<file path="src/sv/vrba_pkg.sv">
// ----------------------------------------------------------------------------
// vrba_pkg
// Shared types and constants of the variable-size ring buffer allocator.
// ----------------------------------------------------------------------------
package vrba_pkg;

  localparam int HDR_BYTES   = 8;   // header size, also the slot size
  localparam int ALIGN_W     = 3;   // log2 of the slot size
  localparam int ST_W        = 2;   // header state bits
  localparam int REQ_BYTES_W = 13;
  localparam int OFF_W       = 12;
  localparam int SZ_W        = 14;  // rounded request size, up to 8192 + header

  typedef enum logic [1:0] {
    REQ_ALLOC  = 2'd0,
    REQ_COMMIT = 2'd1,
    REQ_FRONT  = 2'd2,
    REQ_POP    = 2'd3
  } req_type_e;

  typedef enum logic [1:0] {
    HS_EMPTY  = 2'd0,
    HS_ALLOC  = 2'd1,
    HS_COMMIT = 2'd2,
    HS_PAD    = 2'd3
  } hdr_st_e;

  typedef struct packed {
    req_type_e              req_type;
    logic [REQ_BYTES_W-1:0] req_bytes;
    logic [OFF_W-1:0]       data_offset;
  } req_t;

  typedef struct packed {
    logic             status;
    logic [OFF_W-1:0] result_offset;
    logic [OFF_W-1:0] result_bytes;
  } res_t;

endpackage

</file>
<file path="src/sv/vrba_engine.sv">
// ----------------------------------------------------------------------------
// vrba_engine
// Request sequencer: cursors, used count, header read-modify-write, clear pass.
// ----------------------------------------------------------------------------
module vrba_engine #(
  parameter int CAPACITY_BYTES = 4096,
  localparam int NUM_SLOTS = CAPACITY_BYTES / vrba_pkg::HDR_BYTES,
  localparam int AW        = $clog2(NUM_SLOTS),
  localparam int POS_W     = $clog2(CAPACITY_BYTES),
  localparam int HW        = vrba_pkg::ST_W + POS_W
) (
  input  logic            clk_i,
  input  logic            rst_ni,
  input  logic            req_valid_i,
  output logic            req_ready_o,
  input  vrba_pkg::req_t  req_i,
  output logic            res_valid_o,
  input  logic            res_ready_i,
  output vrba_pkg::res_t  res_o,
  output logic            mem_we_o,
  output logic [AW-1:0]   mem_waddr_o,
  output logic [HW-1:0]   mem_wdata_o,
  output logic            mem_re_o,
  output logic [AW-1:0]   mem_raddr_o,
  input  logic [HW-1:0]   mem_rdata_i
);

  import vrba_pkg::*;

  localparam int CW = ((POS_W + 1 > SZ_W) ? POS_W + 1 : SZ_W) + 1;
  localparam int CNT_W = $clog2(NUM_SLOTS + 2);
  localparam int MOD_STEPS = (CAPACITY_BYTES >= (1 << OFF_W)) ? 1 :
                             $clog2((1 << OFF_W) / CAPACITY_BYTES) + 1;

  typedef enum logic [1:0] {
    S_CLEAR,
    S_IDLE,
    S_READ,
    S_EXEC
  } state_e;

  state_e            state_q, state_d;
  req_type_e         type_q, type_d;
  logic [SZ_W-1:0]   size_q, size_d;
  logic [SZ_W-1:0]   esize_q, esize_d;
  logic [AW-1:0]     cslot_q, cslot_d;
  logic [POS_W-1:0]  wpos_q, wpos_d;
  logic [POS_W-1:0]  rpos_q, rpos_d;
  logic [POS_W:0]    used_q, used_d;
  logic [CNT_W-1:0]  cnt_q, cnt_d;
  logic [AW-1:0]     clr_q, clr_d;

  // offset reduced modulo the capacity, one conditional subtract per step
  function automatic logic [OFF_W-1:0] mod_cap(input logic [OFF_W-1:0] v);
    logic [OFF_W-1:0] r;
    r = v;
    for (int k = MOD_STEPS - 1; k >= 0; k--) begin
      if (32'(r) >= (32'(CAPACITY_BYTES) << k)) begin
        r = r - OFF_W'(32'(CAPACITY_BYTES) << k);
      end
    end
    return r;
  endfunction

  // request decode
  logic [SZ_W-1:0]  sz_raw, sz_in, esz_in;
  logic [OFF_W-1:0] dmod;
  logic [POS_W-1:0] dm_p, hpos;
  logic [AW-1:0]    cslot_in;

  always_comb begin
    sz_raw   = SZ_W'(req_i.req_bytes) + SZ_W'(HDR_BYTES - 1);
    sz_in    = {sz_raw[SZ_W-1:ALIGN_W], {ALIGN_W{1'b0}}};
    esz_in   = sz_in + SZ_W'(HDR_BYTES);
    dmod     = mod_cap(req_i.data_offset);
    dm_p     = POS_W'(dmod);
    hpos     = (dm_p >= POS_W'(HDR_BYTES)) ? dm_p - POS_W'(HDR_BYTES)
                                           : dm_p + POS_W'(CAPACITY_BYTES - HDR_BYTES);
    cslot_in = AW'(hpos >> ALIGN_W);
  end

  // header word fields
  hdr_st_e          hdr_st;
  logic [POS_W-1:0] hdr_sz;
  assign hdr_st = hdr_st_e'(mem_rdata_i[HW-1 -: ST_W]);
  assign hdr_sz = mem_rdata_i[POS_W-1:0];

  // allocate arithmetic
  logic [CW-1:0] used_w, esize_w, size_w, left_w, wsum_w, wnxt_w;
  logic          fit, need_pad, pad_ok;

  always_comb begin
    used_w   = CW'(used_q);
    esize_w  = CW'(esize_q);
    size_w   = CW'(size_q);
    left_w   = CW'(CAPACITY_BYTES) - CW'(wpos_q);
    fit      = (esize_w + used_w) <= CW'(CAPACITY_BYTES);
    need_pad = !((left_w >= size_w + CW'(2 * HDR_BYTES)) || (left_w == esize_w));
    pad_ok   = (used_w + left_w) <= CW'(CAPACITY_BYTES);
    wsum_w   = CW'(wpos_q) + esize_w;
    wnxt_w   = (wsum_w >= CW'(CAPACITY_BYTES)) ? wsum_w - CW'(CAPACITY_BYTES) : wsum_w;
  end

  // head release arithmetic
  logic [POS_W:0]   esz_h;
  logic [POS_W+1:0] rsum;
  logic [POS_W-1:0] rpos_nxt;
  logic [POS_W:0]   used_rel;
  logic [OFF_W-1:0] head_off;
  logic [AW+3:0]    coff;

  always_comb begin
    esz_h    = (POS_W + 1)'(hdr_sz) + (POS_W + 1)'(HDR_BYTES);
    rsum     = (POS_W + 2)'(rpos_q) + (POS_W + 2)'(esz_h);
    rpos_nxt = (rsum >= (POS_W + 2)'(CAPACITY_BYTES))
               ? POS_W'(rsum - (POS_W + 2)'(CAPACITY_BYTES)) : POS_W'(rsum);
    used_rel = (used_q >= esz_h) ? used_q - esz_h : '0;
    head_off = OFF_W'((POS_W + 1)'(rpos_q) + (POS_W + 1)'(HDR_BYTES));
    coff     = {1'b0, cslot_q, {ALIGN_W{1'b0}}} + (AW + 4)'(HDR_BYTES);
  end

  always_comb begin
    state_d     = state_q;
    type_d      = type_q;
    size_d      = size_q;
    esize_d     = esize_q;
    cslot_d     = cslot_q;
    wpos_d      = wpos_q;
    rpos_d      = rpos_q;
    used_d      = used_q;
    cnt_d       = cnt_q;
    clr_d       = clr_q;
    req_ready_o = 1'b0;
    res_valid_o = 1'b0;
    res_o       = '0;
    mem_we_o    = 1'b0;
    mem_waddr_o = AW'(rpos_q >> ALIGN_W);
    mem_wdata_o = '0;
    mem_re_o    = 1'b0;
    mem_raddr_o = AW'(rpos_q >> ALIGN_W);

    case (state_q)
      S_CLEAR: begin
        mem_we_o    = 1'b1;
        mem_waddr_o = clr_q;
        clr_d       = clr_q + AW'(1);
        if (clr_q == AW'(NUM_SLOTS - 1)) begin
          state_d = S_IDLE;
        end
      end

      S_IDLE: begin
        req_ready_o = 1'b1;
        if (req_valid_i) begin
          type_d   = req_i.req_type;
          size_d   = sz_in;
          esize_d  = esz_in;
          cslot_d  = cslot_in;
          cnt_d    = '0;
          mem_re_o = 1'b1;
          if (req_i.req_type == REQ_COMMIT) begin
            mem_raddr_o = cslot_in;
          end
          state_d = S_EXEC;
        end
      end

      S_READ: begin
        mem_re_o = 1'b1;
        state_d  = S_EXEC;
      end

      S_EXEC: begin
        case (type_q)
          REQ_ALLOC: begin
            mem_waddr_o = AW'(wpos_q >> ALIGN_W);
            if (!fit || (need_pad && !pad_ok)) begin
              res_valid_o  = 1'b1;
              res_o.status = 1'b1;
              if (res_ready_i) state_d = S_IDLE;
            end else if (need_pad) begin
              // fill to the buffer end, then retry from offset zero
              mem_we_o    = 1'b1;
              mem_wdata_o = {HS_PAD, POS_W'(left_w - CW'(HDR_BYTES))};
              used_d      = (POS_W + 1)'(used_w + left_w);
              wpos_d      = '0;
            end else begin
              res_valid_o         = 1'b1;
              res_o.result_offset = OFF_W'((POS_W + 1)'(wpos_q) + (POS_W + 1)'(HDR_BYTES));
              res_o.result_bytes  = OFF_W'(size_q);
              if (res_ready_i) begin
                mem_we_o    = 1'b1;
                mem_wdata_o = {HS_ALLOC, POS_W'(size_q)};
                wpos_d      = POS_W'(wnxt_w);
                used_d      = (POS_W + 1)'(used_w + esize_w);
                state_d     = S_IDLE;
              end
            end
          end

          REQ_COMMIT: begin
            res_valid_o = 1'b1;
            mem_waddr_o = cslot_q;
            if (hdr_st == HS_ALLOC) begin
              res_o.result_offset = OFF_W'(coff);
              res_o.result_bytes  = OFF_W'(hdr_sz);
              mem_we_o            = res_ready_i;
              mem_wdata_o         = {HS_COMMIT, hdr_sz};
            end else begin
              res_o.status = 1'b1;
            end
            if (res_ready_i) state_d = S_IDLE;
          end

          REQ_FRONT: begin
            if (cnt_q != CNT_W'(NUM_SLOTS + 1) && hdr_st == HS_PAD) begin
              // drop the padding at the head and look at the next header
              mem_we_o = 1'b1;
              rpos_d   = rpos_nxt;
              used_d   = used_rel;
              cnt_d    = cnt_q + CNT_W'(1);
              state_d  = S_READ;
            end else begin
              res_valid_o = 1'b1;
              if (cnt_q != CNT_W'(NUM_SLOTS + 1) && hdr_st == HS_COMMIT) begin
                res_o.result_offset = head_off;
                res_o.result_bytes  = OFF_W'(hdr_sz);
              end else begin
                res_o.status = 1'b1;
              end
              if (res_ready_i) state_d = S_IDLE;
            end
          end

          REQ_POP: begin
            res_valid_o = 1'b1;
            if (hdr_st == HS_EMPTY || hdr_st == HS_ALLOC) begin
              res_o.status = 1'b1;
            end else begin
              res_o.result_offset = head_off;
              res_o.result_bytes  = OFF_W'(hdr_sz);
              if (res_ready_i) begin
                mem_we_o = 1'b1;
                rpos_d   = rpos_nxt;
                used_d   = used_rel;
              end
            end
            if (res_ready_i) state_d = S_IDLE;
          end

          default: begin
            state_d = S_IDLE;
          end
        endcase
      end

      default: begin
        state_d = S_IDLE;
      end
    endcase
  end

  always_ff @(posedge clk_i or negedge rst_ni) begin
    if (!rst_ni) begin
      state_q <= S_CLEAR;
      wpos_q  <= '0;
      rpos_q  <= '0;
      used_q  <= '0;
      cnt_q   <= '0;
      clr_q   <= '0;
    end else begin
      state_q <= state_d;
      wpos_q  <= wpos_d;
      rpos_q  <= rpos_d;
      used_q  <= used_d;
      cnt_q   <= cnt_d;
      clr_q   <= clr_d;
    end
  end

  always_ff @(posedge clk_i) begin
    type_q  <= type_d;
    size_q  <= size_d;
    esize_q <= esize_d;
    cslot_q <= cslot_d;
  end

  a_cursor_align: assert property (@(posedge clk_i) disable iff (!rst_ni)
    (wpos_q[ALIGN_W-1:0] == '0) && (rpos_q[ALIGN_W-1:0] == '0))
    else $error("cursor off slot boundary");

  a_used_bound: assert property (@(posedge clk_i) disable iff (!rst_ni)
    used_q <= (POS_W + 1)'(CAPACITY_BYTES))
    else $error("used count above capacity");

  a_accept_exec: assert property (@(posedge clk_i) disable iff (!rst_ni)
    (req_valid_i && req_ready_o) |=> (state_q == S_EXEC))
    else $error("accepted item not executed next cycle");

  a_no_rw_clash: assert property (@(posedge clk_i) disable iff (!rst_ni)
    !(mem_we_o && mem_re_o && (mem_waddr_o == mem_raddr_o)))
    else $error("header read and write collide");

endmodule
</file>
<file path="config.mk">
export PLATFORM = sky130hd
export DESIGN_NAME = vrba_engine
export DESIGN_NICKNAME = d
export VERILOG_FILES = /design/src/sv/vrba_pkg.sv /design/src/sv/vrba_engine.sv
export SDC_FILE = /design/constraint.sdc
export NUM_CORES = 1
export LEC_CHECK = 0
export BUFFER_PORTS_ARGS = -buffer_cell sky130_fd_sc_hd__clkbuf_2
export CELL_PAD_IN_SITES_DETAIL_PLACEMENT = 2
export CELL_PAD_IN_SITES_GLOBAL_PLACEMENT = 2
export CORE_MARGIN = 3
export CORE_UTILIZATION = 30
export CTS_CLUSTER_SIZE = 30
export DETAILED_ROUTE_END_ITERATION = 8
export HOLD_SLACK_MARGIN = 0.02
export PLACE_DENSITY = 0.68
export SYNTH_ARGS = -nofsm -noshare
export SYNTH_HDL_FRONTEND = slang
export SYNTH_SLANG_ARGS = --single-unit
</file>
<file path="constraint.sdc">
create_clock -name clk_i -period 8.49 [get_ports clk_i]
set_input_delay 2.547 -clock clk_i [delete_from_list [all_inputs] [get_ports clk_i]]
set_output_delay 2.547 -clock clk_i [all_outputs]
set_load 0.005 [all_outputs]
</file>
Word-level counts from Yosys, hierarchy flattened
Index checks and enable logic that the tools add are counted.
{"block": "totals", "latchBits": 0, "ram_bits": 0, "memories": 0, "regBits": 94, "output_inout_bits": 61, "wordCells": 152, "inputBits": 45, "mem_bits_ro": 0}
{"block": "op_classes", "reduce_logical": 22, "mux": 68, "shifts": 0, "div": 0, "multipliers": 0, "n_eq_ne": 24, "bitwise_logic": 1, "n_addsub": 20, "magnitude_cmp": 7}
{"cell": "2-to-1 mux 24 bit", "n": 5}
{"cell": "2-to-1 mux 13 bit", "n": 8}
{"cell": "one-hot mux 25 bit (4 select lines)", "n": 1}
{"cell": "2-to-1 mux 12 bit", "n": 8}
{"cell": "2-to-1 mux 14 bit", "n": 4}
{"cell": "2-to-1 mux 25 bit", "n": 2}
{"cell": "one-hot mux 13 bit (3 select lines)", "n": 1}
{"cell": "adder 12 x 4 -> 12 bit (second input constant)", "n": 3}
{"cell": "one-hot mux 9 bit (2 select lines)", "n": 2}
{"cell": "<= comparator 15 x 13 -> 1 bit (second input constant)", "n": 2}
{"cell": "2-to-1 mux 10 bit", "n": 3}
{"cell": "one-hot mux 14 bit (2 select lines)", "n": 1}
{"cell": "2-to-1 mux 9 bit", "n": 3}
{"cell": "one-hot mux 12 bit (2 select lines)", "n": 1}
{"cell": "subtractor 12 x 1 -> 12 bit (second input constant)", "n": 2}
{"cell": "one-hot mux 10 bit (2 select lines)", "n": 1}
{"cell": "2-to-1 mux 1 bit", "n": 16}
{"cell": "inequality test 2 bit (second input constant)", "n": 8}
{"cell": "adder 12 x 14 -> 15 bit", "n": 1}
{"cell": "adder 13 x 14 -> 15 bit", "n": 1}
{"cell": "adder 14 x 14 -> 15 bit", "n": 1}
{"cell": "adder 14 x 5 -> 15 bit (second input constant)", "n": 1}
{"cell": "equality test 15 x 14 -> 1 bit", "n": 1}
{"cell": ">= comparator 15 x 13 -> 1 bit (second input constant)", "n": 1}
{"cell": "41 further kinds", "n": 65}

Depth between registers and ports, before layout
{"block": "depth", "ltp_word": 9, "depth_mapped": 16, "depth_no_buf": 15}

Worst setup path before layout
Ideal clock, no wire load.
{"block": "synth_timing", "kind": "input to output", "from": "input req_valid_i", "to": "output mem_raddr_o[4]", "cell_stages": 5, "path_slack_ns": 1.866, "t_required_ns": 5.943, "t_arrival_ns": 4.077, "cell_sequence": "nand2_1 -> inv_1 -> nand3b_1 -> buf_1 -> mux2_2"}
{"block": "synth_between", "elab_chain_len": 2}
{"element": "from (decl)", "line_no": "vrba_engine.sv:14", "source": "input logic req_valid_i,"}
{"element": "2-to-1 mux 9 bit", "line_no": "vrba_engine.sv:154", "source": "if (req_valid_i) begin"}
{"element": "2-to-1 mux 9 bit", "line_no": "vrba_engine.sv:142", "source": "case (state_q)"}
{"element": "to (decl)", "line_no": "vrba_engine.sv:24", "source": "output logic [AW-1:0] mem_raddr_o,"}
Every way passes these cells.

Final worst setup path
{"block": "layout_timing", "from": "register wpos_q[3]", "to": "output mem_wdata_o[5]"}
{"block": "layout_between", "elab_chain_len": 9, "elab_cells_between_ends": 15}
{"element": "from (decl)", "line_no": "vrba_engine.sv:47", "source": "logic [POS_W-1:0] wpos_q, wpos_d;"}
{"element": "from (signal assigned)", "line_no": "vrba_engine.sv:273", "source": "wpos_q <= wpos_d;"}
{"element": "subtractor 13 x 12 -> 14 bit (*)", "line_no": "vrba_engine.sv:96", "source": "left_w = CW'(CAPACITY_BYTES) - CW'(wpos_q);"}
{"element": "adder 14 x 14 -> 15 bit (tied with other cells)"}
{"element": "<= comparator 15 x 13 -> 1 bit or logical OR 1 bit (tied branches)", "line_no": "vrba_engine.sv:99, vrba_engine.sv:98"}
{"element": "zero test 1 bit (on tied branches)", "line_no": "vrba_engine.sv:177, vrba_engine.sv:98"}
{"element": "logical AND 1 bit", "line_no": "vrba_engine.sv:177", "source": "if (!fit || (need_pad && !pad_ok)) begin"}
{"element": "logical OR 1 bit", "line_no": "vrba_engine.sv:177"}
{"element": "2-to-1 mux 14 bit (*)", "line_no": "vrba_engine.sv:177"}
{"element": "one-hot mux 14 bit (2 select lines) (*)", "line_no": "vrba_engine.sv:174", "source": "case (type_q)"}
{"element": "2-to-1 mux 14 bit (*)", "line_no": "vrba_engine.sv:142"}
{"element": "to (decl)", "line_no": "vrba_engine.sv:22", "source": "output logic [HW-1:0] mem_wdata_o,"}
Every way passes the cells marked *; elsewhere a longest branch is shown, timed or not.

==> flow_summary.json <==
{
  "crit_start": "wpos_q[3]",
  "htreeDepth": 3,
  "reg2reg_setup_slack_ps": 3510,
  "drv_cap": 0,
  "firstDrtPassIters": 5,
  "min_delay_worst_endpoint": "clr_q[7]",
  "cts.sinks": 88,
  "hp-start": "clr_q[7]",
  "wirelength_mm": 32.98,
  "grt_max_degree": 56,
  "layout_commonest_cell": "clkbuf_2",
  "ioPinCount": 106,
  "rows": 62,
  "place_congestion": 0.8446,
  "cp_data_arrival_time_ps": 5090,
  "synth_enable_flop_cells": 33,
  "layout_common_cells": "clkbuf_2 (102), nand2_1 (88), ha_1 (82)",
  "reg2regPathDepth": 13,
  "synth_cell_types": 72,
  "slew_headroom_pct": 36.43,
  "r2r-start": "wpos_q[3]",
  "ctsResizeCount": 0,
  "hold_viol_final": 0,
  "start_util_pct": 30.83,
  "post-route-period-util_pct": 90.01,
  "numCtsBuffers": 9,
  "hold_buffers": 0,
  "antenna_found_initial": 2,
  "coreArea_um2": 29090,
  "drtAntennaViolNets": 0,
  "skew_ps": 15.63,
  "critPathKind": "register to output pin",
  "grt_pass1_wl_mm": 51.17,
  "tns_ps": 0,
  "synth-seq-cells": 88,
  "synthArstFlopShare_pct": 62.50,
  "cts_tree": "yes",
  "setup_viol": 0,
  "cts_root_buffer": "clkbuf_16",
  "yosys_warnings": 0,
  "critPathCaptureType": "output pin",
  "worstReg2RegEnd": "used_q[10]",
  "clock.fmax_mhz": 130.9,
  "tightest_slew_ps": 950.0,
  "clk_pin_slew_ps": 70,
  "avgRoutedWirePerCell_um": 21.67,
  "grt.total_usage_pct": 20.78,
  "dieWidth_um": 178.9,
  "fillers": 3374,
  "power_leakage_nw": 4.428,
  "dieArea_um2": 32010,
  "vias_per_cell": 5.481,
  "rsz0062_at_grt": "no",
  "cts_buffer_depth": 2,
  "clock_latency_ps": 360,
  "crit_fanout": 16,
  "antenna_cells": 0,
  "drt_iter0_markers": 482,
  "outcome": "finished clean",
  "drive_gt1_share_pct": 16.52,
  "die_h_um": 178.9,
  "dp_hpwl_mm": 26.44,
  "numPortBuffers": 102,
  "grt_pass1_vias": 8702,
  "min_path_type": "register to register",
  "netlist_instances": 1049,
  "syn_nets": 1180,
  "syn_to_final_growth_pct": 12.83,
  "vias": 8342,
  "critPathRequiredTime_ps": 5940,
  "finish.utilization_pct": 34.79,
  "startpoint_type": "register",
  "nets": 1264,
  "grt_remaining_overflow": 0,
  "ys.flop_type": "dfrtp_1",
  "p_per_area_nw_per_um2": 387.1,
  "slowest_delay_ps": 610,
  "slew_viol_final": 0,
  "crit_path_top_delay_cell": "dfrtp_1",
  "ys_seq_area_share_pct": 26.40,
  "synth.avg_cell_area_um2": 8.550,
  "crit_chain": "inv_1 > ha_1 > xor2_1 > inv_1 > ha_1 > a211o_1 > a2111o_1 > a311oi_1 > nand3_1 > o31ai_4 > mux2i_2 > nor3_4 > buf_4 > a22o_1 > clkbuf_2",
  "route.detailed.drc": 0,
  "min_path_cells": 1,
  "cts_setup_buffers": 0,
  "synth_area_um2": 8969,
  "fin_crit_ps": 7642,
  "peakVddDrop_uv": 133.3
}
-- routing by layer --
layer | GRT usage (%) | routed length (um)
met5 | 0 | 0
met4 | 3.896 | 407
met3 | 2.478 | 1285
met2 | 33.19 | 14990
met1 | 30.32 | 16290
-- state kept, by name, summed over array words and instances, names as in the netlist, 9 cells and up --
name     count
used_q      13
rpos_q      12
esize_q     11
size_q      11
cnt_q       10
clr_q        9
cslot_q      9
wpos_q       9
-- cell usage after synthesis (all sizes together), types with 8 or more instances --
| master | count | area (um^2) |
|---|---|---|
| a21o | 13 | 97.59 |
| a21oi | 65 | 325.3 |
| a22o | 10 | 87.58 |
| a22oi | 16 | 120.1 |
| and3 | 20 | 125.1 |
| buf | 17 | 130.1 |
| clkbuf | 25 | 93.84 |
| dfrtp | 55 | 1376 |
| edfxtp | 33 | 991.0 |
| ha | 82 | 1026 |
| inv | 62 | 232.7 |
| mux2 | 32 | 360.4 |
| mux2i | 12 | 123.9 |
| nand2 | 89 | 336.6 |
| nand2b | 9 | 56.30 |
| nand3 | 46 | 230.2 |
| nand4 | 18 | 112.6 |
| nor2 | 76 | 285.3 |
| nor2b | 13 | 81.33 |
| nor3 | 24 | 141.4 |
| nor4 | 9 | 56.30 |
| o21ai | 53 | 265.3 |
| o22ai | 18 | 112.6 |
| o31ai | 16 | 147.6 |
| or2 | 8 | 50.05 |
| or3 | 8 | 50.05 |
| xnor2 | 71 | 636.9 |
| xor2 | 57 | 499.2 |
-- power by group --
group,internal (W),switching [W]
logic,0.00109,0.00156
clock network,0.000203,0.000213
registers,0.000576,0.000269
-- through the flow --
| stage | hold WS [ps] | setup slack, ps | power, W | std cells | area, um^2 |
|---|---|---|---|---|---|
| 2_1_floorplan | 467.3 | 1866 | 0.002677 | 1049 | 8969 |
| 3_3_place_gp | 493.2 | 1398 | 0.003408 | 1506 | 9839 |
| 3_5_place_dp | 513.2 | 1281 | 0.003502 | 1506 | 9839 |
| 4_1_cts | 527.5 | 879.1 | 0.003947 | 1522 | 10120 |
| 5_1_grt | 565.1 | 612.1 | 0.004276 | 1522 | 10120 |
| 6_report | 523.7 | 848.3 | 0.003917 | 1522 | 10120 |
-- worst max-delay path, delay by kind of cell (launching register included) --
kind	cells	cell delay, ps
xor gates and xnor gates	1	330
DFF	1	610
and+or+nand+nor	2	370
muxes	1	230
buffers and inverters	4	860
adders and majority gates	2	560
AOI/OAI and AO/OA	5	1740
-- final cells by class --
class	count	area (um^2)	share of cell area, %
Multi-Input combinational cell	857	6151	60.78
Tap cell	384	480.5	4.748
Clock buffer	9	225.2	2.226
Sequential cell	88	2367	23.39
Timing Repair Buffer	115	608.1	6.009
Inverter	62	232.7	2.300
Clock inverter	7	55.05	0.5440
-- kinds of logic after synthesis --
kind of cell	count (synthesis)	share of synthesized area (%)
AND/OR/NAND/NOR	351	19.73
AO/OA/AOI/OAI	248	18.39
XOR/XNOR	128	12.67
buffers and inverters	104	5.092
flip-flops	88	26.40
adder cells (fa/ha/maj)	86	12.33
multiplexers	44	5.399
-- worst max path at each step --
| stage | cells past startpoint | end | slack (ps) |
|---|---|---|---|
| 3_5_place_dp | 16 | mem_wdata_o[5] | 1280 |
| 4_1_cts | 16 | mem_wdata_o[5] | 880 |
| 2_1_floorplan | 5 | mem_raddr_o[4] | 1870 |
| 5_1_grt | 15 | mem_wdata_o[5] | 610 |
| 6_report | 15 | mem_wdata_o[5] | 850 |
| 3_3_place_gp | 15 | mem_wdata_o[5] | 1400 |
(Power assumes the default switching activity.)
